File: config.mk
export PLATFORM = sky130hd
export DESIGN_NAME = multi_axis_stepper_ramp_scheduler_unit
export DESIGN_NICKNAME = d
export VERILOG_FILES = /design/src/rtl/mss_pkg.sv /design/src/rtl/mss_div.sv /design/src/rtl/multi_axis_stepper_ramp_scheduler_unit.sv
export SDC_FILE = /design/constraint.sdc
export NUM_CORES = 2
export LEC_CHECK = 0
export BUFFER_PORTS_ARGS = -buffer_cell sky130_fd_sc_hd__buf_2
export CAP_MARGIN = 20
export CORE_UTILIZATION = 36
export CTS_CLUSTER_SIZE = 20
export DETAILED_ROUTE_END_ITERATION = 16
export PLACE_DENSITY = 0.58
export SLEW_MARGIN = 20
export SYNTH_ARGS = -nofsm -noshare
export SYNTH_HDL_FRONTEND = slang
export SYNTH_HIERARCHICAL = 1
export SYNTH_SLANG_ARGS = --single-unit
File: constraint.sdc
create_clock -name clk -period 10.4 [get_ports clk]
set_input_delay 2.6 -clock clk [delete_from_list [all_inputs] [get_ports clk]]
set_output_delay 2.6 -clock clk [all_outputs]
set_load 0.01 [all_outputs]
File: src/rtl/mss_pkg.sv
// shared types and constants for the three-axis stepper ramp scheduler
// no dependencies
`timescale 1ns / 1ps
`default_nettype none

package mss_pkg;

    localparam int AXES          = 3;
    localparam int AX_W          = 2;
    localparam int FRACTION_BITS = 8;
    localparam int TICK_W        = 16;
    localparam int RATE_W        = TICK_W + 2;  // holds 4n+1 for a 16-bit ramp index
    localparam int POS_W         = 32;
    localparam int STEPS_W       = 17;
    localparam int CFG_IDX_W     = 3;

    localparam logic [TICK_W-1:0] IDLE_COMPARE = 16'd65500;
    localparam logic [TICK_W-1:0] INDEX_MAX    = 16'hFFFF;

    // register map
    localparam logic [CFG_IDX_W-1:0] REG_START_X = 3'd0;
    localparam logic [CFG_IDX_W-1:0] REG_START_Y = 3'd1;
    localparam logic [CFG_IDX_W-1:0] REG_START_Z = 3'd2;
    localparam logic [CFG_IDX_W-1:0] REG_MIN_X   = 3'd3;
    localparam logic [CFG_IDX_W-1:0] REG_MIN_Y   = 3'd4;
    localparam logic [CFG_IDX_W-1:0] REG_MIN_Z   = 3'd5;

    localparam logic [TICK_W-1:0] START_RESET = 16'd1000;
    localparam logic [TICK_W-1:0] MIN_X_RESET = 16'd100;
    localparam logic [TICK_W-1:0] MIN_Y_RESET = 16'd150;
    localparam logic [TICK_W-1:0] MIN_Z_RESET = 16'd450;

    typedef enum logic [1:0] {
        ACT_LOAD    = 2'd0,
        ACT_ARM     = 2'd1,
        ACT_COMPARE = 2'd2,
        ACT_NONE    = 2'd3
    } action_t;

    typedef enum logic [2:0] {
        ST_IDLE,
        ST_AXIS,
        ST_RAMP,
        ST_MUL,
        ST_DSTART,
        ST_WAIT,
        ST_ARM,
        ST_EMIT
    } seq_state_t;

endpackage

`default_nettype wire

File: src/rtl/mss_div.sv
// iterative restoring divider, one quotient bit per cycle
// uses no package
`timescale 1ns / 1ps
`default_nettype none

module mss_div #(
    parameter int NUM_W = 42,
    parameter int DEN_W = 18
) (
    input  wire logic             clk,
    input  wire logic             rst_n,
    input  wire logic             start,
    input  wire logic [NUM_W-1:0] num,
    input  wire logic [DEN_W-1:0] den,
    output logic                  done,
    output logic      [NUM_W-1:0] quo
);

    localparam int CNT_W = $clog2(NUM_W + 1);

    logic [DEN_W-1:0] rem_reg, rem_next;
    logic [NUM_W-1:0] quo_reg, quo_next;
    logic [DEN_W-1:0] den_reg, den_next;
    logic [CNT_W-1:0] cnt_reg, cnt_next;
    logic             busy_reg, busy_next;
    logic             done_reg, done_next;
    logic [DEN_W:0]   trial;

    always_comb
    begin
        rem_next  = rem_reg;
        quo_next  = quo_reg;
        den_next  = den_reg;
        cnt_next  = cnt_reg;
        busy_next = busy_reg;
        done_next = 1'b0;
        trial     = {rem_reg, quo_reg[NUM_W-1]};
        if (start)
        begin
            rem_next  = '0;
            quo_next  = num;
            den_next  = den;
            cnt_next  = CNT_W'(NUM_W);
            busy_next = 1'b1;
        end
        else if (busy_reg)
        begin
            // shift in the next numerator bit, subtract where it fits
            if (trial >= {1'b0, den_reg})
            begin
                rem_next = DEN_W'(trial - {1'b0, den_reg});
                quo_next = {quo_reg[NUM_W-2:0], 1'b1};
            end
            else
            begin
                rem_next = trial[DEN_W-1:0];
                quo_next = {quo_reg[NUM_W-2:0], 1'b0};
            end
            cnt_next = cnt_reg - CNT_W'(1);
            if (cnt_reg == CNT_W'(1))
            begin
                busy_next = 1'b0;
                done_next = 1'b1;
            end
        end
    end

    always_ff @(posedge clk or negedge rst_n)
    begin
        if (!rst_n)
        begin
            busy_reg <= 1'b0;
            done_reg <= 1'b0;
            cnt_reg  <= '0;
        end
        else
        begin
            busy_reg <= busy_next;
            done_reg <= done_next;
            cnt_reg  <= cnt_next;
        end
    end

    always_ff @(posedge clk)
    begin
        rem_reg <= rem_next;
        quo_reg <= quo_next;
        den_reg <= den_next;
    end

    assign done = done_reg;
    assign quo  = quo_reg;

endmodule

`default_nettype wire

File: src/rtl/multi_axis_stepper_ramp_scheduler_unit.sv
// three-axis stepper scheduler: per-axis trapezoidal ramps under a small sequencer
// depends on mss_pkg and mss_div
// load and idle words go straight to the emit state, arm words pass through the arm state first
// compare word: axes visited one at a time; a ramp step runs through the divider, which is
// shared by all axes (slowing down passes through a multiply state before it)
// one word in flight at a time; the next is taken once the sequencer is back to idle
// reset clears all axis state, sets compare to 65500 and loads register defaults
`timescale 1ns / 1ps
`default_nettype none

module multi_axis_stepper_ramp_scheduler_unit
    import mss_pkg::*;
#(
    parameter int FRACTION_BITS_P = FRACTION_BITS
) (
    input  wire logic                 clk,
    input  wire logic                 rst_n,
    input  wire logic                 cfg_we,
    input  wire logic [CFG_IDX_W-1:0] cfg_index,
    input  wire logic [TICK_W-1:0]    cfg_data,
    input  wire logic                 in_valid,
    output logic                      in_ready,
    input  wire logic [1:0]           action,
    input  wire logic [1:0]           axis,
    input  wire logic signed [STEPS_W-1:0] steps,
    input  wire logic [2:0]           endstop_levels,
    output logic                      out_valid,
    input  wire logic                 out_ready,
    output logic [2:0]                step_mask,
    output logic [2:0]                dir_mask,
    output logic [TICK_W-1:0]         compare_value,
    output logic [2:0]                running_mask,
    output logic [2:0]                done_mask,
    output logic signed [POS_W-1:0]   position_x,
    output logic signed [POS_W-1:0]   position_y,
    output logic signed [POS_W-1:0]   position_z
);

    localparam int IV_W  = TICK_W + FRACTION_BITS_P;
    localparam int NUM_W = IV_W + RATE_W;
    localparam logic [IV_W-1:0] IV_MAX = {IV_W{1'b1}};

    // configuration
    logic [TICK_W-1:0] start_iv_reg [AXES];
    logic [TICK_W-1:0] min_iv_reg [AXES];

    // axis state
    logic [IV_W-1:0]   iv_reg [AXES],      iv_next [AXES];
    logic [TICK_W-1:0] idx_reg [AXES],     idx_next [AXES];
    logic [TICK_W-1:0] cnt_reg [AXES],     cnt_next [AXES];
    logic [TICK_W-1:0] total_reg [AXES],   total_next [AXES];
    logic [TICK_W-1:0] up_reg [AXES],      up_next [AXES];
    logic [TICK_W-1:0] left_reg [AXES],    left_next [AXES];
    logic [POS_W-1:0]  pos_reg [AXES],     pos_next [AXES];
    logic [AXES-1:0]   dir_reg, dir_next, run_reg, run_next;
    logic [AXES-1:0]   fin_reg, fin_next, due_reg, due_next;
    logic [TICK_W-1:0] cmp_reg, cmp_next;

    // sequencer
    seq_state_t        state_reg, state_next;
    logic [AX_W-1:0]   ax_reg, ax_next;
    logic [TICK_W-1:0] used_reg, used_next;
    logic [AXES-1:0]   stops_reg, stops_next;
    logic [AXES-1:0]   pulse_reg, pulse_next;
    logic              acc_reg, acc_next;
    logic [NUM_W-1:0]  prod_reg, prod_next;
    logic [RATE_W-1:0] den_reg, den_next;

    // result word
    logic              out_valid_reg, out_valid_next;
    logic [2:0]        step_reg, dirm_reg, runm_reg, finm_reg;
    logic [TICK_W-1:0] cmpo_reg;
    logic [POS_W-1:0]  posx_reg, posy_reg, posz_reg;

    logic              div_start;
    logic              div_done;
    logic [NUM_W-1:0]  div_quo;

    mss_div #(
        .NUM_W(NUM_W),
        .DEN_W(RATE_W)
    ) u_div (
        .clk   (clk),
        .rst_n (rst_n),
        .start (div_start),
        .num   (prod_reg),
        .den   (den_reg),
        .done  (div_done),
        .quo   (div_quo)
    );

    // arm: soonest running axes
    logic              arm_any;
    logic [TICK_W-1:0] arm_best;
    logic [AXES-1:0]   arm_due;

    always_comb
    begin
        arm_any  = 1'b0;
        arm_best = '0;
        arm_due  = '0;
        for (int i = 0; i < AXES; i++)
        begin
            if (run_reg[i] && (!arm_any || left_reg[i] < arm_best))
            begin
                arm_best = left_reg[i];
                arm_any  = 1'b1;
            end
        end
        for (int i = 0; i < AXES; i++)
        begin
            if (run_reg[i] && left_reg[i] == arm_best)
                arm_due[i] = 1'b1;
        end
    end

    logic [STEPS_W-1:0] load_mag;
    logic [TICK_W-1:0]  load_count;
    logic               last_axis;
    logic [TICK_W-1:0]  cur_cnt;
    logic [TICK_W-1:0]  cur_idx;
    logic [TICK_W-1:0]  idx_inc;
    logic [IV_W-1:0]    cur_iv;
    logic [IV_W-1:0]    lim;
    logic [IV_W-1:0]    d_new;

    always_comb
    begin
        iv_next    = iv_reg;
        idx_next   = idx_reg;
        cnt_next   = cnt_reg;
        total_next = total_reg;
        up_next    = up_reg;
        left_next  = left_reg;
        pos_next   = pos_reg;
        dir_next   = dir_reg;
        run_next   = run_reg;
        fin_next   = fin_reg;
        due_next   = due_reg;
        cmp_next   = cmp_reg;
        state_next = state_reg;
        ax_next    = ax_reg;
        used_next  = used_reg;
        stops_next = stops_reg;
        pulse_next = pulse_reg;
        acc_next   = acc_reg;
        prod_next  = prod_reg;
        den_next   = den_reg;
        div_start  = 1'b0;
        in_ready   = (state_reg == ST_IDLE);

        load_mag   = steps[STEPS_W-1] ? (~$unsigned(steps) + STEPS_W'(1)) : $unsigned(steps);
        load_count = load_mag[STEPS_W-1] ? INDEX_MAX : load_mag[TICK_W-1:0];
        last_axis  = (ax_reg == AX_W'(AXES - 1));
        cur_cnt    = cnt_reg[ax_reg];
        cur_idx    = idx_reg[ax_reg];
        cur_iv     = iv_reg[ax_reg];
        idx_inc    = (cur_idx == INDEX_MAX) ? cur_idx : cur_idx + TICK_W'(1);
        lim        = {min_iv_reg[ax_reg], {FRACTION_BITS_P{1'b0}}};
        d_new      = cur_iv;

        unique case (state_reg)
            ST_IDLE:
            begin
                if (in_valid)
                begin
                    pulse_next = '0;
                    unique case (action_t'(action))
                        ACT_LOAD:
                        begin
                            if (axis < AX_W'(AXES))
                            begin
                                dir_next[axis]   = steps[STEPS_W-1];
                                total_next[axis] = load_count;
                                iv_next[axis]    = {start_iv_reg[axis], {FRACTION_BITS_P{1'b0}}};
                                left_next[axis]  = start_iv_reg[axis];
                                cnt_next[axis]   = '0;
                                idx_next[axis]   = '0;
                                up_next[axis]    = '0;
                                fin_next[axis]   = (load_count == '0);
                                run_next[axis]   = (load_count != '0);
                            end
                            state_next = ST_EMIT;
                        end
                        ACT_ARM:
                            state_next = ST_ARM;
                        ACT_COMPARE:
                        begin
                            used_next  = cmp_reg;
                            stops_next = endstop_levels;
                            ax_next    = '0;
                            state_next = ST_AXIS;
                        end
                        default:
                            state_next = ST_EMIT;
                    endcase
                end
            end

            ST_AXIS:
            begin
                if (run_reg[ax_reg] && due_reg[ax_reg])
                begin
                    if (cur_cnt < total_reg[ax_reg])
                    begin
                        pulse_next[ax_reg] = 1'b1;
                        cnt_next[ax_reg]   = cur_cnt + TICK_W'(1);
                        pos_next[ax_reg]   = dir_reg[ax_reg] ? pos_reg[ax_reg] - POS_W'(1)
                                                             : pos_reg[ax_reg] + POS_W'(1);
                        if (cur_cnt + TICK_W'(1) >= total_reg[ax_reg] || !stops_reg[ax_reg])
                        begin
                            fin_next[ax_reg] = 1'b1;
                            run_next[ax_reg] = 1'b0;
                        end
                    end
                    state_next = ST_RAMP;
                end
                else
                begin
                    // waiting axes age by the compare value just used
                    if (run_reg[ax_reg])
                        left_next[ax_reg] = (left_reg[ax_reg] > used_reg)
                                            ? left_reg[ax_reg] - used_reg : '0;
                    ax_next    = ax_reg + AX_W'(1);
                    state_next = last_axis ? ST_ARM : ST_AXIS;
                end
            end

            ST_RAMP:
            begin
                if (up_reg[ax_reg] == '0)
                begin
                    // speeding up: d -= 2d / (4n + 1)
                    idx_next[ax_reg] = idx_inc;
                    prod_next        = NUM_W'({cur_iv, 1'b0});
                    den_next         = {idx_inc, 2'b01};
                    acc_next         = 1'b1;
                    state_next       = ST_DSTART;
                end
                else if (cur_cnt >= total_reg[ax_reg] - up_reg[ax_reg] && cur_idx != '0)
                begin
                    acc_next   = 1'b0;
                    den_next   = {cur_idx, 2'b00} - RATE_W'(1);
                    state_next = ST_MUL;
                end
                else
                begin
                    left_next[ax_reg] = cur_iv[FRACTION_BITS_P +: TICK_W];
                    ax_next           = ax_reg + AX_W'(1);
                    state_next        = last_axis ? ST_ARM : ST_AXIS;
                end
            end

            ST_MUL:
            begin
                // slowing down: d * (4n + 1), divided next by 4n - 1
                prod_next  = cur_iv * {cur_idx, 2'b01};
                state_next = ST_DSTART;
            end

            ST_DSTART:
            begin
                div_start  = 1'b1;
                state_next = ST_WAIT;
            end

            ST_WAIT:
            begin
                if (div_done)
                begin
                    if (acc_reg)
                    begin
                        d_new = cur_iv - div_quo[IV_W-1:0];
                        if (d_new <= lim)
                        begin
                            d_new           = lim;
                            up_next[ax_reg] = cur_cnt;
                        end
                        if (cur_cnt >= (total_reg[ax_reg] >> 1))
                            up_next[ax_reg] = cur_cnt;
                    end
                    else
                    begin
                        d_new = (div_quo > NUM_W'(IV_MAX)) ? IV_MAX : div_quo[IV_W-1:0];
                        idx_next[ax_reg] = cur_idx - TICK_W'(1);
                    end
                    iv_next[ax_reg]   = d_new;
                    left_next[ax_reg] = d_new[FRACTION_BITS_P +: TICK_W];
                    ax_next           = ax_reg + AX_W'(1);
                    state_next        = last_axis ? ST_ARM : ST_AXIS;
                end
            end

            ST_ARM:
            begin
                due_next   = arm_due;
                cmp_next   = arm_any ? arm_best : IDLE_COMPARE;
                state_next = ST_EMIT;
            end

            ST_EMIT:
            begin
                if (!out_valid_reg || out_ready)
                    state_next = ST_IDLE;
            end

            default:
                state_next = ST_IDLE;
        endcase
    end

    assign out_valid_next = (state_reg == ST_EMIT) ? 1'b1
                          : (out_ready ? 1'b0 : out_valid_reg);

    always_ff @(posedge clk or negedge rst_n)
    begin
        if (!rst_n)
        begin
            for (int i = 0; i < AXES; i++)
            begin
                iv_reg[i]    <= '0;
                idx_reg[i]   <= '0;
                cnt_reg[i]   <= '0;
                total_reg[i] <= '0;
                up_reg[i]    <= '0;
                left_reg[i]  <= '0;
                pos_reg[i]   <= '0;
            end
            start_iv_reg[0] <= START_RESET;
            start_iv_reg[1] <= START_RESET;
            start_iv_reg[2] <= START_RESET;
            min_iv_reg[0]   <= MIN_X_RESET;
            min_iv_reg[1]   <= MIN_Y_RESET;
            min_iv_reg[2]   <= MIN_Z_RESET;
            dir_reg       <= '0;
            run_reg       <= '0;
            fin_reg       <= '0;
            due_reg       <= '0;
            cmp_reg       <= IDLE_COMPARE;
            state_reg     <= ST_IDLE;
            ax_reg        <= '0;
            acc_reg       <= 1'b0;
            out_valid_reg <= 1'b0;
        end
        else
        begin
            iv_reg        <= iv_next;
            idx_reg       <= idx_next;
            cnt_reg       <= cnt_next;
            total_reg     <= total_next;
            up_reg        <= up_next;
            left_reg      <= left_next;
            pos_reg       <= pos_next;
            dir_reg       <= dir_next;
            run_reg       <= run_next;
            fin_reg       <= fin_next;
            due_reg       <= due_next;
            cmp_reg       <= cmp_next;
            state_reg     <= state_next;
            ax_reg        <= ax_next;
            acc_reg       <= acc_next;
            out_valid_reg <= out_valid_next;
            if (cfg_we)
            begin
                unique case (cfg_index)
                    REG_START_X: start_iv_reg[0] <= cfg_data;
                    REG_START_Y: start_iv_reg[1] <= cfg_data;
                    REG_START_Z: start_iv_reg[2] <= cfg_data;
                    REG_MIN_X:   min_iv_reg[0]   <= cfg_data;
                    REG_MIN_Y:   min_iv_reg[1]   <= cfg_data;
                    REG_MIN_Z:   min_iv_reg[2]   <= cfg_data;
                    default:     ;
                endcase
            end
        end
    end

    always_ff @(posedge clk)
    begin
        used_reg  <= used_next;
        stops_reg <= stops_next;
        pulse_reg <= pulse_next;
        prod_reg  <= prod_next;
        den_reg   <= den_next;
        if (state_reg == ST_EMIT && (!out_valid_reg || out_ready))
        begin
            step_reg <= pulse_reg;
            dirm_reg <= dir_reg;
            cmpo_reg <= cmp_reg;
            runm_reg <= run_reg;
            finm_reg <= fin_reg;
            posx_reg <= pos_reg[0];
            posy_reg <= pos_reg[1];
            posz_reg <= pos_reg[2];
        end
    end

    assign out_valid     = out_valid_reg;
    assign step_mask     = step_reg;
    assign dir_mask      = dirm_reg;
    assign compare_value = cmpo_reg;
    assign running_mask  = runm_reg;
    assign done_mask     = finm_reg;
    assign position_x    = $signed(posx_reg);
    assign position_y    = $signed(posy_reg);
    assign position_z    = $signed(posz_reg);

endmodule

`default_nettype wire
# Word level (Yosys, flattened, before mapping)

Index checks and enable logic that the tools add are counted.

Register bits: 831
Logic and storage cells: 369

Add/sub/neg operators: 13
$mul: 1
Order comparisons: 19
Equality and inequality tests: 36
Mux-type cells: 178
Bitwise logic cells: 11
Reduce and logical (&&, ||, !) cells: 55

Operators with widths:

| kind             | number |
|---|---|
| $mux W48         | 29 |
| $bwmux W48       | 10 |
| $mux W16         | 23 |
| $mux W72         | 4 |
| $bmux W16 S2     | 7 |
| $mux W24         | 9 |
| $pmux W48 S2     | 2 |
| $pmux W48 S4     | 1 |
| $and A48 B48 Y48 | 3 |
| $bwmux W72       | 2 |
| $pmux W48 S3     | 1 |
| $pmux W72 S2     | 1 |
| $mux W32         | 4 |
| $mux W42         | 3 |
| $bwmux W96       | 1 |
| $demux W24 S2    | 2 |
| $pmux W42 S2     | 1 |
| $mux W3          | 22 |
| $bmux W32 S2     | 1 |
| $demux W16 S2    | 2 |
| $demux W32 S2    | 1 |
| $mux W18         | 3 |
| $bmux W24 S2     | 1 |
| $eq A16 B16 Y1   | 3 |
| other kinds (66) | 177 |

# Depth between registers and ports, before layout

Depth in word-level cells: 15
Depth in mapped cells: 39
Mapped depth without buffers: 28

# By module

Netlist, hierarchy kept.

Modules (own cells, without submodules):

| module                                 | instances | cells an instance | area each (µm²) | sequential area each (µm²) |
|---|---|---|---|---|
| multi_axis_stepper_ramp_scheduler_unit | 1         | 5706              | 54653.7         | 19696.4 |
| mss_div                                | 1         | 393               | 4540.6          | 2362.3 |

# Worst setup path before layout

No wires, ideal clock.

Path type: register to register
Start point: reg ax_reg[0]
End point: reg prod_reg[39] (data pin)
Setup time: 0.266 ns
Arrival: 8.257 ns
Required time: 10.134 ns
Path slack: 1.877 ns
Stages on the path, launching flop included: 35
Buffers on the path: 9
Clock period less this slack: 8.523 ns
Cells stage by stage: dfrtp_1 > buf_6 > buf_6 > buf_6 > buf_4 > buf_2 > buf_2 > buf_2 > clkbuf_1 > mux2i_1 > nor2_1 > a21oi_1 > clkbuf_1 > nor2_1 > fa_1 > inv_1 > fa_1 > fa_1 > fa_1 > inv_1 > fa_1 > inv_1 > fa_1 > inv_1 > ha_1 > nand4_1 > a211oi_1 > o41ai_1 > a21oi_1 > o31a_1 > a31oi_1 > o311ai_0 > a21oi_1 > xor2_1 > nor2_1

Longest elaborated chain between the ends: 6
Elaborated cells between the ends (all ways): 9
Those cells by class: 1 x mul; 7 x mux; 1 x bitwise

Ends and longest elaborated chain:

| element                                                                  | RTL line                                                                                     | RTL |
|---|---|---|
| start: declaration                                                       | multi_axis_stepper_ramp_scheduler_unit.sv:61                                                 | `logic [AX_W-1:0] ax_reg, ax_next;` |
| start signal: assignment                                                 | multi_axis_stepper_ramp_scheduler_unit.sv:360                                                | `ax_reg <= ax_next;` |
| $not A2 Y3 (implied by the code) *                                       | multi_axis_stepper_ramp_scheduler_unit.sv:156, multi_axis_stepper_ramp_scheduler_unit.sv:157 |  |
| $bmux W24 S2 or $bmux W16 S2 (tied branches)                             | multi_axis_stepper_ramp_scheduler_unit.sv:157, multi_axis_stepper_ramp_scheduler_unit.sv:156 |  |
| $mux W24 (implied by the code) or $mux W16 (tied branches) (2 in series) | multi_axis_stepper_ramp_scheduler_unit.sv:157, multi_axis_stepper_ramp_scheduler_unit.sv:156 |  |
| $mul A24 B18 Y42 *                                                       | multi_axis_stepper_ramp_scheduler_unit.sv:257                                                | `prod_next = cur_iv * {cur_idx, 2'b01};` |
| $pmux W42 S2 *                                                           | multi_axis_stepper_ramp_scheduler_unit.sv:162                                                | `unique case (state_reg)` |
| end signal: assignment                                                   | multi_axis_stepper_ramp_scheduler_unit.sv:383                                                | `prod_reg <= prod_next;` |
| end: declaration                                                         | multi_axis_stepper_ramp_scheduler_unit.sv:66                                                 | `logic [NUM_W-1:0] prod_reg, prod_next;` |

Mark *: on every way between the ends. The rest lies on a longest branch, timed or not. The select of a mux whose other input is x is not followed.
A chain may end at the register's enable or synchronous reset.

# Worst setup path after layout

Start point: reg ax_reg[0]
End point: reg prod_reg[41] (data pin)

Same word-level chain as after synthesis.

==> summary.txt <==
Status -> finished, final reports clean
Layout Nets -> 6966
Initial Util -> 36.3%
Launching point of the worst reg2reg path -> ax_reg[0]
GRT overflow -> 0
Buffers on Ports -> 173
Placement-stage worst setup slack -> 0.969 ns
Die Wd -> 407 um
TNS Setup -> 0 ns
GPL Wtd Cong -> 0.956
Total CTS buffers -> 97
Yosys synthesis warning count -> 6
Crit path max fanout -> 24
Yosys top cell by area -> dfrtp_1
Post_cts resized -> 0
Crit-path max cell delay -> 0.79 ns
Slew Limit Headroom -> 14.4%
Vias per cell -> 5.61
Critical path type -> reg2reg
Minimum clock period -> 9.58 ns
Pin count of the biggest net entering global routing -> 173
Top post-synthesis cells by area -> dfrtp_1, edfxtp_1, fa_1, ha_1, nand2_1
Layout Utilization -> 40.6%
Post-Route WL -> 200 mm
Max clock buf depth -> 3
Number of enable flip-flop cells after synthesis -> 265
Worst Setup Start Kind -> flip-flop
Worst Hold Launch -> den_reg[12]
Remaining antenna violation count -> 0
Filler Cell Count -> 16.0k
Post-CTS Setup Bufs -> 0
Crit-path slowest cell -> a21oi_1
Io pins -> 174
P&R area growth vs syn -> 11.8%
Final Hold Viols -> 0
Syn avg cell area -> 9.71 sq um
CTS sink count -> 830
Final period util -> 92.1%
#FFs+latches synth -> 830
Setup crit start -> ax_reg[0]
Drc violations -> 0
Fmax achieved -> 0.104 GHz
Critical path arrival -> 9.99 ns
CTS tree -> built
Core Area -> 163000 sq um
Mapped Cells -> 6099
First DRT Iteration DRCs -> 4189
Synthesized area -> 59200 sq um
DR WL/cell -> 23.6 um
Slew Viols, Final -> 0
Worst path most repeated cell -> fa_1
Worst path required time -> 10.81 ns
Tightest Hold Check Type -> reg2reg
CTS hold repair buffers -> 0
Most frequent cells in the layout -> nand2_1, inv_1, nor2_1
Register area share after synthesis -> 37.3%
Htree depth -> 3
Antenna violations before repair -> 22
Count of cell types in the netlist -> 110
Gr usage total -> 24.0%
Post-DP HPWL -> 148 mm
Row Count -> 148
Max-Cap Viols -> 0
Die height -> 407 um
Worst slew pin tran -> 1.28 ns
Layout cells sized above 1 -> 13.4%
Clock slew at reported path FFs -> 0.06 ns
Syn Nets -> 6836
Iteration count of the initial detailed-routing pass -> 6
First-pass GRT wire length -> 305 mm
Worst-Skew Late Latency -> 0.79 ns
Routed vias -> 47.7k
Vias in the first global route -> 47.5k
Root Buffer -> clkbuf_16
Max reg flops -> 96
Die ar. -> 166000 sq um
RSZ-0062 raised after global routing -> false
Commonest non-fill, non-tap cell in the layout -> nand2_1
Yosys top cell area share -> 21.3%
Asr flop ratio synth -> 65.9%
Setup crit end kind -> flip-flop
Setup Skew -> 0.109 ns
Setup ws final -> 0.819 ns
Setup violators final -> 0
Primary FF master, synth -> dfrtp_1
-- worst max-delay path, delay by kind of cell (launching register included) --
kind / cells / cell delay [ns]
adders and majority gates: 7 / 3.28
AOI/OAI and AO/OA: 8 / 2.98
buffers and inverters: 5 / 1.27
DFF: 1 / 0.75
and+or+nand+nor: 4 / 0.47
muxes: 1 / 0.25
xor gates and xnor gates: 1 / 0.20
-- final timing paths --
check | end | slack, ns | cells past startpoint
setup / recovery | prod_reg[41] | 0.82 | 26
hold / removal | u_div/den_reg[12] | 0.38 | 0
setup reg to reg | prod_reg[41] | 0.82 | 26
hold reg to reg | u_div/den_reg[12] | 0.38 | 0
max in group asynchronous | u_div/cnt_reg[4] | 6.97 | 2
min in group asynchronous | iv_reg[60] | 1.86 | 1
-- synthesized netlist by cell type (all sizes together), types with 10 or more instances --
cell type,count
a211oi,27
a21boi,10
a21o,86
a21oi,365
a22o,70
a22oi,43
a2bb2oi,14
a311oi,16
a31oi,49
a32o,10
a32oi,14
and2,22
and3,27
buf,80
clkbuf,215
dfrtp,505
dfstp,42
dfxtp,18
edfxtp,265
fa,333
ha,356
inv,598
mux2,236
mux2i,173
nand2,720
nand2b,29
nand3,90
nand4,46
nor2,565
nor2b,33
nor3,59
nor4,26
o211ai,17
o21a,42
o21ai,372
o21bai,19
o221ai,12
o22a,10
o22ai,39
o2bb2ai,40
o31ai,28
or2,14
or3,13
xnor2,173
xor2,50
-- cells by family after synthesis --
| group | Yosys count | share of synthesized area (%) |
|---|---|---|
| adders and majority gates | 689 | 18.8 |
| DFF | 830 | 37.3 |
| xor gates and xnor gates | 223 | 3.30 |
| buffers and inverters | 899 | 5.96 |
| other | 1 | 0.00634 |
| and+or+nand+nor | 1686 | 12.3 |
| AOI/OAI and AO/OA | 1362 | 15.0 |
| muxes | 409 | 7.42 |
-- metrics by stage --
step / instance area (sq um) / instances / hold slack [ns]
2_1_floorplan: 59200 / 6099 / 0.400
3_3_place_gp: 62900 / 8303 / 0.404
3_5_place_dp: 62900 / 8303 / 0.407
4_1_cts: 66100 / 8485 / 0.381
5_1_grt: 66200 / 8488 / 0.395
6_report: 66200 / 8493 / 0.383
-- routing by layer --
metal,up-vias,global-route usage [%],share of wire (%)
met2,2061,36.3,43
li1,21300,-,-
met5,-,0,0.021
met3,398,4.07,8.3
met1,23900,33.9,44
met4,8,9.86,4.3
-- area by class of cell --
cell class	instances	area [sq um]	share of cell area, %
Tap cell	2175	2720	4.11
Multi-Input combinational cell	4370	33800	51.1
Sequential cell	830	22100	33.3
Clock buffer	142	2760	4.17
Antenna cell	6	15.0	0.0227
Timing Repair Buffer	326	2070	3.13
Inverter	604	2270	3.42
Clock inverter	40	497	0.750
Power is not shown: default switching activity piles up to over one toggle a cycle in this logic, so the estimate is an artifact.
